[config.mk]
export PLATFORM = sky130hd
export DESIGN_NAME = sliding_window_maximum_unit
export DESIGN_NICKNAME = d
export VERILOG_FILES = /design/src/hdl/swm_pkg.sv /design/src/hdl/swm_cell.sv /design/src/hdl/swm_out_fifo.sv /design/src/hdl/sliding_window_maximum_unit.sv
export SDC_FILE = /design/constraint.sdc
export NUM_CORES = 2
export LEC_CHECK = 0
export BUFFER_PORTS_ARGS = -buffer_cell sky130_fd_sc_hd__buf_2
export CAP_MARGIN = 10
export CORE_MARGIN = 1.5
export CORE_UTILIZATION = 40
export CTS_CLUSTER_SIZE = 10
export DETAILED_ROUTE_END_ITERATION = 8
export GPL_ROUTABILITY_DRIVEN = 0
export SLEW_MARGIN = 20
export SYNTH_ARGS = -nofsm -noshare
export SYNTH_HDL_FRONTEND = slang
export SYNTH_SLANG_ARGS = --single-unit
[constraint.sdc]
create_clock -name clk -period 10.8 [get_ports clk]
set_clock_uncertainty 0.15 [all_clocks]
set_input_delay 0.54 -clock clk [delete_from_list [all_inputs] [get_ports clk]]
set_output_delay 0.54 -clock clk [all_outputs]
set_load 0.02 [all_outputs]
[src/hdl/swm_pkg.sv]
`timescale 1ns / 1ps
`default_nettype none

package swm_pkg;

  // Positions are kept modulo 2^16.
  localparam int POS_BITS = 16;

  // Configuration port.
  localparam int CFG_DATA_BITS = 32;
  localparam int CFG_ADDR_BITS = 3;
  localparam int WLEN_BITS     = 7;

  // Register index, taken from paddr[2].
  localparam logic REG_WINDOW_LENGTH = 1'b0;

  // Control that every cell of the candidate chain sees in one cycle.
  typedef struct packed {
    logic step;   // a transaction is taken: compare, drop back entries, insert
    logic shift;  // every cell takes its right neighbor's contents
    logic clear;  // start of a new sequence: all entries are treated as empty
  } cell_ctrl_t;

endpackage

`default_nettype wire

[src/hdl/swm_cell.sv]
`timescale 1ns / 1ps
`default_nettype none

// One candidate slot. The slot either keeps its own entry or takes the one
// from its right neighbor, then keeps it only if it is not smaller than the
// new sample. The new sample lands in the first slot that drops its entry.
module swm_cell #(
  parameter int SAMPLE_BITS = 16
) (
  input  wire                                 clk,
  input  wire                                 rst_n,
  input  wire  swm_pkg::cell_ctrl_t           ctrl,
  input  wire  signed [SAMPLE_BITS-1:0]       sample_i,
  input  wire         [swm_pkg::POS_BITS-1:0] pos_i,
  input  wire                                 keep_left_i,
  input  wire                                 right_valid_i,
  input  wire  signed [SAMPLE_BITS-1:0]       right_value_i,
  input  wire         [swm_pkg::POS_BITS-1:0] right_pos_i,
  output logic                                valid_o,
  output logic signed [SAMPLE_BITS-1:0]       value_o,
  output logic        [swm_pkg::POS_BITS-1:0] pos_o,
  output logic                                keep_o
);

  logic                                valid_r;
  logic                                valid_nxt;
  logic signed [SAMPLE_BITS-1:0]       value_r;
  logic signed [SAMPLE_BITS-1:0]       value_nxt;
  logic        [swm_pkg::POS_BITS-1:0] pos_r;
  logic        [swm_pkg::POS_BITS-1:0] pos_nxt;
  logic                                src_valid;
  logic signed [SAMPLE_BITS-1:0]       src_value;
  logic        [swm_pkg::POS_BITS-1:0] src_pos;
  logic                                keep;
  logic                                insert;

  always_comb begin
    src_valid = ctrl.shift ? right_valid_i : valid_r;
    src_value = ctrl.shift ? right_value_i : value_r;
    src_pos   = ctrl.shift ? right_pos_i   : pos_r;
    if (ctrl.clear) begin
      src_valid = 1'b0;
    end
    keep   = src_valid && (src_value >= sample_i);
    insert = ctrl.step && keep_left_i && !keep;
    if (ctrl.step) begin
      valid_nxt = keep || insert;
      value_nxt = insert ? sample_i : src_value;
      pos_nxt   = insert ? pos_i    : src_pos;
    end else begin
      valid_nxt = src_valid;
      value_nxt = src_value;
      pos_nxt   = src_pos;
    end
  end

  always_ff @(posedge clk) begin
    if (!rst_n) begin
      valid_r <= 1'b0;
    end else begin
      valid_r <= valid_nxt;
    end
  end

  always_ff @(posedge clk) begin
    value_r <= value_nxt;
    pos_r   <= pos_nxt;
  end

  assign valid_o = valid_r;
  assign value_o = value_r;
  assign pos_o   = pos_r;
  assign keep_o  = keep;

endmodule

`default_nettype wire

[src/hdl/swm_out_fifo.sv]
`timescale 1ns / 1ps
`default_nettype none

// Two-entry result buffer between the candidate chain and the output port.
module swm_out_fifo #(
  parameter int WIDTH = 16
) (
  input  wire              clk,
  input  wire              rst_n,
  input  wire              push_i,
  input  wire  [WIDTH-1:0] data_i,
  output logic             space_o,
  output logic             valid_o,
  output logic [WIDTH-1:0] data_o,
  input  wire              ready_i
);

  logic [WIDTH-1:0] mem_r [2];
  logic             wr_ptr_r;
  logic             wr_ptr_nxt;
  logic             rd_ptr_r;
  logic             rd_ptr_nxt;
  logic [1:0]       cnt_r;
  logic [1:0]       cnt_nxt;
  logic             pop;

  always_comb begin
    pop        = valid_o && ready_i;
    wr_ptr_nxt = push_i ? ~wr_ptr_r : wr_ptr_r;
    rd_ptr_nxt = pop ? ~rd_ptr_r : rd_ptr_r;
    cnt_nxt    = cnt_r + {1'b0, push_i} - {1'b0, pop};
  end

  always_ff @(posedge clk) begin
    if (!rst_n) begin
      wr_ptr_r <= 1'b0;
      rd_ptr_r <= 1'b0;
      cnt_r    <= 2'd0;
    end else begin
      wr_ptr_r <= wr_ptr_nxt;
      rd_ptr_r <= rd_ptr_nxt;
      cnt_r    <= cnt_nxt;
    end
  end

  always_ff @(posedge clk) begin
    if (push_i) begin
      mem_r[wr_ptr_r] <= data_i;
    end
  end

  assign valid_o = (cnt_r != 2'd0);
  assign data_o  = mem_r[rd_ptr_r];
  assign space_o = (cnt_r != 2'd2);

endmodule

`default_nettype wire

[src/hdl/sliding_window_maximum_unit.sv]
`timescale 1ns / 1ps
`default_nettype none

// Sliding-window maximum over a stream of signed samples. The unit keeps a
// chain of WINDOW_MAX candidate cells holding a non-increasing list of
// samples with their 16-bit positions, the front cell being the oldest and
// largest. Each input transaction drops a stale front candidate, drops every
// back candidate smaller than the new sample and appends the sample, all in
// one update; once window_length samples of the current sequence have been
// taken, the front value is delivered as a result transaction through the
// result buffer. The sustained rate is one sample per clock while in_ready
// stays high. When window_length is lowered in the middle of a sequence,
// several front candidates may be stale at once; each one beyond the first
// costs an extra shift of the chain, during which in_ready is low. Results
// pass through a two-entry buffer, so the input keeps flowing while a
// result waits; the buffer drops in_ready only when both entries are full. A
// window_length of zero acts as one and a value above WINDOW_MAX acts as
// WINDOW_MAX. Setting in_sequence_start on a sample restarts the window
// with that sample. The register window_length sits at byte address 0,
// resets to 1 and may be rewritten only while no transaction is in flight.
module sliding_window_maximum_unit #(
  parameter int WINDOW_MAX  = 64,
  parameter int SAMPLE_BITS = 16
) (
  input  wire                                     clk,
  input  wire                                     rst_n,

  input  wire                                     in_valid,
  output logic                                    in_ready,
  input  wire  signed [SAMPLE_BITS-1:0]           in_sample,
  input  wire                                     in_sequence_start,

  output logic                                    out_valid,
  input  wire                                     out_ready,
  output logic signed [SAMPLE_BITS-1:0]           out_window_max,

  input  wire                                     psel,
  input  wire                                     penable,
  input  wire                                     pwrite,
  input  wire         [swm_pkg::CFG_ADDR_BITS-1:0] paddr,
  input  wire         [swm_pkg::CFG_DATA_BITS-1:0] pwdata,
  output logic        [swm_pkg::CFG_DATA_BITS-1:0] prdata,
  output logic                                    pready
);

  // Counters that must hold WINDOW_MAX itself.
  localparam int CntBits = $clog2(WINDOW_MAX + 1);
  localparam int PosBits = swm_pkg::POS_BITS;

  // Configuration register.
  logic [swm_pkg::WLEN_BITS-1:0] wlen_r;
  logic [swm_pkg::WLEN_BITS-1:0] wlen_nxt;
  logic                          cfg_write;

  // Sequence state.
  logic [PosBits-1:0] pos_r;
  logic [PosBits-1:0] pos_nxt;
  logic [CntBits-1:0] fill_r;
  logic [CntBits-1:0] fill_nxt;

  // Chain wiring; index WINDOW_MAX is the empty slot to the right of the
  // last cell.
  logic                          valid_w [WINDOW_MAX+1];
  logic signed [SAMPLE_BITS-1:0] value_w [WINDOW_MAX+1];
  logic        [PosBits-1:0]     posc_w  [WINDOW_MAX+1];
  logic                          keep_w  [WINDOW_MAX+1];

  swm_pkg::cell_ctrl_t ctrl;

  logic [CntBits-1:0]            win_len;
  logic [PosBits-1:0]            win_len_ext;
  logic [PosBits-1:0]            age0;
  logic [PosBits-1:0]            age1;
  logic                          stale0;
  logic                          stale1;
  logic                          need_shift;
  logic                          fifo_space;
  logic                          accept;
  logic [PosBits-1:0]            cur_pos;
  logic signed [SAMPLE_BITS-1:0] front_src;
  logic signed [SAMPLE_BITS-1:0] front_nxt;
  logic                          emit;

  // ------------------------------------------------------------------
  // Configuration port. Writes complete in the access phase; pready is
  // tied high so there are no wait states.
  // ------------------------------------------------------------------
  assign pready    = 1'b1;
  assign cfg_write = psel && penable && pwrite && pready &&
                     (paddr[2] == swm_pkg::REG_WINDOW_LENGTH);

  always_comb begin
    wlen_nxt = cfg_write ? pwdata[swm_pkg::WLEN_BITS-1:0] : wlen_r;
    if (paddr[2] == swm_pkg::REG_WINDOW_LENGTH) begin
      prdata = {{(swm_pkg::CFG_DATA_BITS - swm_pkg::WLEN_BITS){1'b0}}, wlen_r};
    end else begin
      prdata = '0;
    end
  end

  // Effective window length: zero reads as one, oversized values are
  // clamped to the depth of the chain.
  always_comb begin
    if (wlen_r == '0) begin
      win_len = CntBits'(1);
    end else if (32'(wlen_r) > 32'(WINDOW_MAX)) begin
      win_len = CntBits'(WINDOW_MAX);
    end else begin
      win_len = CntBits'(wlen_r);
    end
    win_len_ext = PosBits'(win_len);
  end

  // ------------------------------------------------------------------
  // Stale front candidates. Positions only grow from front to back, so a
  // stale second cell implies a stale first cell. One stale front entry is
  // dropped together with the append; a second one needs a shift cycle.
  // ------------------------------------------------------------------
  always_comb begin
    age0       = pos_r - posc_w[0];
    age1       = pos_r - posc_w[1];
    stale0     = valid_w[0] && (age0 >= win_len_ext);
    stale1     = valid_w[1] && (age1 >= win_len_ext);
    need_shift = stale0 && stale1;
  end

  assign in_ready = !need_shift && fifo_space;
  assign accept   = in_valid && in_ready;

  always_comb begin
    ctrl.step  = accept;
    ctrl.clear = accept && in_sequence_start;
    ctrl.shift = need_shift || (accept && stale0);
    cur_pos    = in_sequence_start ? '0 : pos_r;
  end

  // ------------------------------------------------------------------
  // Candidate chain.
  // ------------------------------------------------------------------
  assign keep_w[0]           = 1'b1;
  assign valid_w[WINDOW_MAX] = 1'b0;
  assign value_w[WINDOW_MAX] = '0;
  assign posc_w[WINDOW_MAX]  = '0;

  for (genvar gi = 0; gi < WINDOW_MAX; gi++) begin : g_cell
    swm_cell #(
      .SAMPLE_BITS(SAMPLE_BITS)
    ) u_cell (
      .clk          (clk),
      .rst_n        (rst_n),
      .ctrl         (ctrl),
      .sample_i     (in_sample),
      .pos_i        (cur_pos),
      .keep_left_i  (keep_w[gi]),
      .right_valid_i(valid_w[gi+1]),
      .right_value_i(value_w[gi+1]),
      .right_pos_i  (posc_w[gi+1]),
      .valid_o      (valid_w[gi]),
      .value_o      (value_w[gi]),
      .pos_o        (posc_w[gi]),
      .keep_o       (keep_w[gi+1])
    );
  end

  // The new front value: the first cell either keeps what it holds (or
  // took from its neighbor) or receives the new sample.
  always_comb begin
    front_src = stale0 ? value_w[1] : value_w[0];
    front_nxt = keep_w[1] ? front_src : in_sample;
  end

  // ------------------------------------------------------------------
  // Position and fill counters. The fill count saturates at WINDOW_MAX.
  // ------------------------------------------------------------------
  always_comb begin
    pos_nxt  = pos_r;
    fill_nxt = fill_r;
    if (accept) begin
      pos_nxt = cur_pos + PosBits'(1);
      if (in_sequence_start) begin
        fill_nxt = CntBits'(1);
      end else if (fill_r != CntBits'(WINDOW_MAX)) begin
        fill_nxt = fill_r + CntBits'(1);
      end
    end
    emit = accept && (fill_nxt >= win_len);
  end

  always_ff @(posedge clk) begin
    if (!rst_n) begin
      wlen_r <= swm_pkg::WLEN_BITS'(1);
      pos_r  <= '0;
      fill_r <= '0;
    end else begin
      wlen_r <= wlen_nxt;
      pos_r  <= pos_nxt;
      fill_r <= fill_nxt;
    end
  end

  // ------------------------------------------------------------------
  // Result buffer.
  // ------------------------------------------------------------------
  swm_out_fifo #(
    .WIDTH(SAMPLE_BITS)
  ) u_out_fifo (
    .clk    (clk),
    .rst_n  (rst_n),
    .push_i (emit),
    .data_i (front_nxt),
    .space_o(fifo_space),
    .valid_o(out_valid),
    .data_o (out_window_max),
    .ready_i(out_ready)
  );

endmodule

`default_nettype wire
Word-level counts from Yosys, hierarchy flattened. Memory sizes are Yosys's and may differ from the RTL's. A register that Yosys moved wholly into a read port is not among the register bits. Index checks and enable logic that the tools add are counted.

Input port bits: 59. Memory bits (writable): 32. Output and inout port bits: 51. Word-level logic and storage cells: 1202. Bits in registers: 2146. Memories kept: 1.

Memories: u_out_fifo.mem_r (depth 2, width 16, read ports 1, clocked after Yosys merged registers in 1, write ports 1, RTL line swm_out_fifo.sv:18) `logic [WIDTH-1:0] mem_r [2];`.

Muxes and demuxes: 589. Order comparisons: 68. Eq/ne operators: 2. Bitwise logic cells: 3. Reduce and logical (&&, ||, !) cells: 335. $add $sub $neg: 6.

Operators by type and width (count): $mux W16 (387); $ge A16 B16 Y1 (64); $logic_and A1 B1 Y1 (203); $mux W1 (196); $logic_not A1 Y1 (65); $logic_or A1 B1 Y1 (65); $mux W7 (6); $ge A16 B7 Y1 (2); $sub A16 B16 Y16 (2); $add A16 B1 Y16 const B (1); $add A7 B1 Y7 const B (1); $ge A7 B7 Y1 (1); $gt A7 B7 Y1 const B (1); $logic_not A7 Y1 (1); $ne A7 B7 Y1 const B (1); $not A1 Y1 (3); $add A2 B1 Y2 (1); $ne A2 B2 Y1 const B (1); $reduce_bool A2 Y1 (1); $sub A2 B1 Y2 (1).

Longest topological paths before layout.
Word-level depth: 18. Mapped depth: 38. Depth with buffers taken out: 29.

Cells and area by module. From an unflattened synthesis, not the netlist that was laid out.

Cells, all modules: 11555. Area total of the unflattened synthesis: 136477.1 um2.

By module, submodules not included: swm_cell at g_cell[0].u_cell ... (sequential area each 660.6 um2, area an instance 2044.5 um2, times used 47, cells an instance 169); swm_cell at g_cell[17].u_cell ... (sequential area each 660.6 um2, area an instance 2006.9 um2, times used 17, cells an instance 169); sliding_window_maximum_unit (sequential area each 600.6 um2, area an instance 4824.6 um2, times used 1, cells an instance 666); swm_out_fifo (sequential area each 1061.0 um2, area an instance 1445.1 um2, times used 1, cells an instance 73).

Worst setup path after synthesis. Ideal clock, no wire load.

Path kind: flip-flop to flip-flop. Start: reg pos_r[1]. End: reg g_cell[50].u_cell.value_r[12]. Stages on the path, launching flop included: 35. Library setup time: 0.121 ns. Clock period less this slack: 7.628 ns. Data arrival time: 7.358 ns. Required time: 10.529 ns. Buffers on the path: 7. Slack: 3.172 ns. Cells stage by stage: dfxtp_1 ha_1 nor2b_1 o31a_1 o21a_1 or3_1 nor2b_1 ha_1 o21a_1 o211ai_1 o32ai_1 nor4_1 nand4_1 nor4_1 a2111o_1 buf_6 buf_6 buf_6 buf_4 clkbuf_1 buf_2 mux2_2 ha_1 nor2b_1 o21a_1 o21a_1 o21a_1 o21ai_0 a211oi_1 o31a_1 nor3_1 nor2_1 a2111oi_4 buf_4 mux2_2.

Longest elaborated chain between the ends: 16. Elaborated cells on any way between the ends: 28. Classes of those cells: 2 x add/sub; 4 x order compare; 8 x mux; 14 x reduce/logical.

Ends and longest elaborated chain: start: declaration (RTL line sliding_window_maximum_unit.sv:56) `logic [PosBits-1:0] pos_r;`; start signal: assignment (RTL line sliding_window_maximum_unit.sv:196) `pos_r <= pos_nxt;`; $sub A16 B16 Y16, on equally long branches (RTL line sliding_window_maximum_unit.sv:120, sliding_window_maximum_unit.sv:121); $ge A16 B7 Y1, on equally long branches (RTL line sliding_window_maximum_unit.sv:122, sliding_window_maximum_unit.sv:123); $logic_and A1 B1 Y1, on equally long branches (RTL line sliding_window_maximum_unit.sv:122, sliding_window_maximum_unit.sv:123); $logic_and A1 B1 Y1 (RTL line sliding_window_maximum_unit.sv:124) `need_shift = stale0 && stale1;`; $logic_not A1 Y1 (RTL line sliding_window_maximum_unit.sv:127) `assign in_ready = !need_shift && fifo_space;`; $logic_and A1 B1 Y1 (RTL line sliding_window_maximum_unit.sv:127); $logic_and A1 B1 Y1 (RTL line sliding_window_maximum_unit.sv:128) `assign accept = in_valid && in_ready;`; $logic_and A1 B1 Y1 (RTL line sliding_window_maximum_unit.sv:133) `ctrl.shift = need_shift || (accept && stale0);`; $logic_or A1 B1 Y1 (RTL line sliding_window_maximum_unit.sv:133); $mux W16 / $mux W1 (equally long branches) (RTL line swm_cell.sv:39, swm_cell.sv:38); $ge A16 B16 Y1 / $mux W1 (equally long branches) (RTL line swm_cell.sv:44, swm_cell.sv:41); $logic_and A1 B1 Y1 (RTL line swm_cell.sv:44) `keep = src_valid && (src_value >= sample_i);`; $logic_and A1 B1 Y1 / $logic_not A1 Y1 (equally long branches) (RTL line swm_cell.sv:45) `insert = ctrl.step && keep_left_i && !keep;`; $logic_and A1 B1 Y1 (RTL line swm_cell.sv:45); $mux W16 (RTL line swm_cell.sv:48) `value_nxt = insert ? sample_i : src_value;`; $mux W16 (*) (RTL line swm_cell.sv:46) `if (ctrl.step) begin`; net g_cell[50].u_cell.value_nxt[12] (RTL line swm_cell.sv:28) `logic signed [SAMPLE_BITS-1:0] value_nxt;`; end signal: assignment (RTL line swm_cell.sv:66) `value_r <= value_nxt;`; end: declaration (RTL line swm_cell.sv:27) `logic signed [SAMPLE_BITS-1:0] value_r;`.

The timed path passes the listed nets; every way through them passes the cells marked *. A chain may end at the register's enable or synchronous reset.

Worst setup path in the final report.
Start: reg pos_r[0]. End: reg g_cell[2].u_cell.pos_r (netlist bit g_cell[2].u_cell.pos_o[4]).

Longest elaborated chain between the ends: 16. Elaborated cells on any way between the ends: 29. Classes of those cells: 2 x add/sub; 4 x order compare; 9 x mux; 14 x reduce/logical.

Ends and longest elaborated chain: $sub A16 B16 Y16, on equally long branches (RTL line sliding_window_maximum_unit.sv:120, sliding_window_maximum_unit.sv:121); $ge A16 B7 Y1, on equally long branches (RTL line sliding_window_maximum_unit.sv:122, sliding_window_maximum_unit.sv:123); $logic_and A1 B1 Y1, on equally long branches (RTL line sliding_window_maximum_unit.sv:122, sliding_window_maximum_unit.sv:123); $logic_and A1 B1 Y1 (RTL line sliding_window_maximum_unit.sv:124); $logic_not A1 Y1 (RTL line sliding_window_maximum_unit.sv:127); $logic_and A1 B1 Y1 (RTL line sliding_window_maximum_unit.sv:127); $logic_and A1 B1 Y1 (RTL line sliding_window_maximum_unit.sv:128); $logic_and A1 B1 Y1 (RTL line sliding_window_maximum_unit.sv:133); $logic_or A1 B1 Y1 (RTL line sliding_window_maximum_unit.sv:133); $mux W16 / $mux W1 (equally long branches) (RTL line swm_cell.sv:39, swm_cell.sv:38); $ge A16 B16 Y1 / $mux W1 (equally long branches) (RTL line swm_cell.sv:44, swm_cell.sv:41); $logic_and A1 B1 Y1 (RTL line swm_cell.sv:44); $logic_and A1 B1 Y1 / $logic_not A1 Y1 (equally long branches) (RTL line swm_cell.sv:45); $logic_and A1 B1 Y1 (RTL line swm_cell.sv:45); $mux W16 (RTL line swm_cell.sv:49) `pos_nxt = insert ? pos_i : src_pos;`; $mux W16 (*) (RTL line swm_cell.sv:46); net g_cell[2].u_cell.pos_nxt (one bit) (RTL line swm_cell.sv:30) `logic [swm_pkg::POS_BITS-1:0] pos_nxt;`; end signal: assignment (RTL line swm_cell.sv:67) `pos_r <= pos_nxt;`; end: declaration (RTL line swm_cell.sv:29) `logic [swm_pkg::POS_BITS-1:0] pos_r;`.

Marked as above.

==> impl_metrics.py <==
metrics = {
    "global_routing": {
        "grt_max_degree": 154,
        "met2_usage_pct": 33.7,
        "met1_usage_pct": 27.7,
        "gr-total-overflow": 0,
        "grt_usage_pct": 20.4,
        "grt_busiest_layer": "met2",
        "grt_pass1_wl_um": 495000,
        "use_met3_pct": 2.35,
        "antenna_found_initial": 10,
        "grt_pass1_vias": 84303,
    },
    "final_layout": {
        "layout.nets": 11604,
        "area_growth_pct": 8.39,
        "drive_gt1_share_pct": 24.7,
        "fillers": 27452,
    },
    "clock_tree": {
        "cts-root-buf": "clkbuf_16",
        "clk_path_buf_depth": 4,
        "worstSkewPairLatency_ns": 0.92,
        "cts.repair.resized": 0,
        "cts_max_level": 4,
        "cts_buffers": 249,
        "cts.sinks": 2179,
        "cts_tree": "done",
        "cts.clk_slew.worst_paths_ns": 0.06,
    },
    "floorplanning": {
        "ios": 110,
        "core_area_mm2": 0.298,
        "start_util_pct": 40.3,
        "fp-row-count": 200,
        "die_area_mm2": 0.303,
        "die_x_um": 551,
        "die_y_um": 551,
    },
    "setup_path": {
        "worstPathArrival_ns": 10.05,
        "start_kind": "flop",
        "critPathMaxFanout": 124,
        "slowest_delay_ns": 0.84,
        "crit_path_end_kind": "flop",
        "required_ns": 11.41,
        "crit_slowest_cell": "a2111o_2",
        "criticalPathCategory": "reg2reg",
    },
    "timing": {
        "hold_violations": 0,
        "fin_crit_ns": 9.44,
        "slew_headroom_pct": 25.0,
        "tightest_slew_ns": 1.13,
        "fmax_mhz": 106,
        "drv_slew": 0,
        "finalSetupViolCount": 0,
        "period_share_pct": 87.4,
        "grt_setup_unrepaired": "false",
        "setup_tns_ns": 0,
    },
    "synth": {
        "avgSynthCellArea_um2": 11.2,
        "yosysUniqueCellTypes": 95,
        "yosysSeqAreaShare_pct": 36.6,
        "ys.warnings.count": 0,
        "synth_area_mm2": 0.120,
        "synth_seq_cells": 2179,
        "synth_cells": 10717,
        "synth_edf_count": 32,
        "ys_async_sr_fraction_pct": 0,
        "synth_top_flop_cell": "dfxtp_1",
    },
    "route": {
        "detail-route-antenna-nets": 0,
        "drc": 0,
        "viasPerCell": 5.63,
        "wirelength_um": 317000,
        "dr.pass1.iters": 6,
        "routedWlPerCell_um": 21.9,
        "first_iter_violations": 4322,
        "vias": 81493,
    },
    "placement": {
        "dpl.hpwl_um": 220000,
        "io_buffers": 56,
    },
    "power_and_ir_drop": {
        "power_density_mw_per_mm2": 180,
        "total_power_w": 0.0235,
        "irDropWorstVdd_v": 0.000156,
        "p_leak_nw": 63.4,
    },
    "job": {
        "max_cap_violations": 0,
    },
    "worst_hold_path": {
        "hold_path.class": "in2reg",
    },
    "run_status": {
        "status": "complete, no violations",
    },
}
==> state kept, by name (all words and copies together) (netlist names), 2 cells and up, named ones only <==
| signal | count |
|---|---|
| wlen_r | 7 |
| pos_r | 16 |
| g_cell.u_cell.valid_o | 64 |
| fill_r | 7 |
| u_out_fifo.cnt_r | 2 |
| g_cell.u_cell.pos_o | 1024 |
| g_cell.u_cell.value_o | 1024 |
| u_out_fifo.mem_r | 32 |
==> cells by family (layout without fill, tap and decap cells) <==
logic type / Yosys count / after routing / share of synthesized area (%)
buffers and inverters: 867 / 652 / 3.62
xor gates and xnor gates: 21 / 21 / 0.153
DFF: 2179 / 2179 / 36.6
and+or+nand+nor: 1232 / 1232 / 5.42
muxes: 4087 / 4087 / 36.1
adders and majority gates: 1077 / 1077 / 11.2
other: 2 / 32 / 0.00625
AOI/OAI and AO/OA: 1252 / 1252 / 6.82
==> synth_stat cells (32+ instances only) <==
library cell | instances | area [um^2]
o21a_1 | 114 | 856
dfxtp_1 | 2147 | 43000
a21oi_1 | 280 | 1400
buf_4 | 193 | 1450
o21ai_0 | 296 | 1480
ha_1 | 1075 | 13500
buf_2 | 250 | 1250
nor3_1 | 43 | 215
nand2_1 | 292 | 1100
nor2b_1 | 132 | 826
a31oi_1 | 43 | 269
a211oi_1 | 33 | 248
nand2b_1 | 59 | 369
mux2i_1 | 2104 | 21100
mux2_2 | 1975 | 22200
nand4_1 | 175 | 1090
a21o_1 | 224 | 1680
nand3_1 | 59 | 295
inv_1 | 110 | 413
clkbuf_1 | 297 | 1110
edfxtp_1 | 32 | 961
nor2_1 | 259 | 972
==> final timing paths <==
| check | from | slack, ns | to | cells past startpoint |
|---|---|---|---|---|
| max | pos_r[0] | 1.36 | g_cell[2].u_cell.pos_o[4] | 30 |
| min | in_sample[4] | 0.1 | g_cell[57].u_cell.value_o[4] | 2 |
| max reg2reg | pos_r[0] | 1.36 | g_cell[2].u_cell.pos_o[4] | 30 |
| min reg2reg | g_cell[63].u_cell.pos_o[11] | 0.31 | g_cell[63].u_cell.pos_o[11] | 2 |
==> per-stage QoR <==
stage	utilization, %	worst slack [ns]	instances	area (um^2)	hold slack (ns)
floorplan	-	3.17	10741	120000	0.284
global placement	41.4	1.66	14146	123000	0.291
detailed placement	41.4	1.47	14146	123000	0.298
CTS	43.7	1.40	14465	130000	0.0401
global route	43.7	0.901	14467	130000	0.0655
finish	43.7	1.36	14471	130000	0.0963
==> critical path: cells and delay by family, from the launching register on <==
family / cells / cell delay, ns
multiplexers: 2 / 0.66
AND/OR/NAND/NOR: 10 / 2.64
flip-flops: 1 / 0.47
AO/OA/AOI/OAI: 10 / 2.72
XOR/XNOR: 1 / 0.14
adder cells (fa/ha/maj): 4 / 1.22
buffers and inverters: 3 / 1.18
==> cells in the final DEF, fill, tap and decap left out, types with 26 or more instances in the layout <==
master / count
dfxtp_1: 2147
mux2i_1: 2104
mux2_2: 1975
ha_1: 1075
o21ai_0: 294
a21oi_1: 279
nand2_1: 275
nor2_1: 256
clkbuf_16: 249
a21o_1: 224
nand4_1: 175
buf_4: 164
nor2b_1: 132
o21a_1: 114
inv_1: 93
nand2b_1: 59
nand3_1: 49
clkbuf_1: 45
a31oi_1: 43
nor3_1: 42
buf_2: 39
a211oi_1: 33
edfxtp_1: 32
and2_1: 30
conb_1: 26
==> timing repair <==
| action | 4_1_cts | 5_1_grt |
|---|---|---|
| setup buffers | 0 | 0 |
| hold buffers | 10 | 0 |
| endpoints found under the hold margin | 12 | 0 |
==> power by group <==
part | total [W] | switching [W] | internal [W]
registers | 0.00934 | 0.000498 | 0.00885
logic | 0.00674 | 0.00357 | 0.00317
clock network | 0.00740 | 0.00326 | 0.00414
==> area by class of cell <==
cell class              count  area (um^2)  share of cell area, %
flip-flops and latches   2179        43900                   33.8
well taps                3939         4930                   3.79
clock inverters             6         75.1                 0.0577
diodes                      6         15.0                 0.0115
multi-input cells        7695        72300                   55.6
repair buffers            232         1900                   1.46
inverters                 111          439                  0.337
clock buffers             303         6520                   5.01
==> routing by layer <==
metal	part of all wire, %	up-vias
li1	-	39084
met5	0.0085	-
met3	3.5	575
met1	48	40303
met2	46	1527
met4	3.3	4
Power figures use the tool's default switching activity.
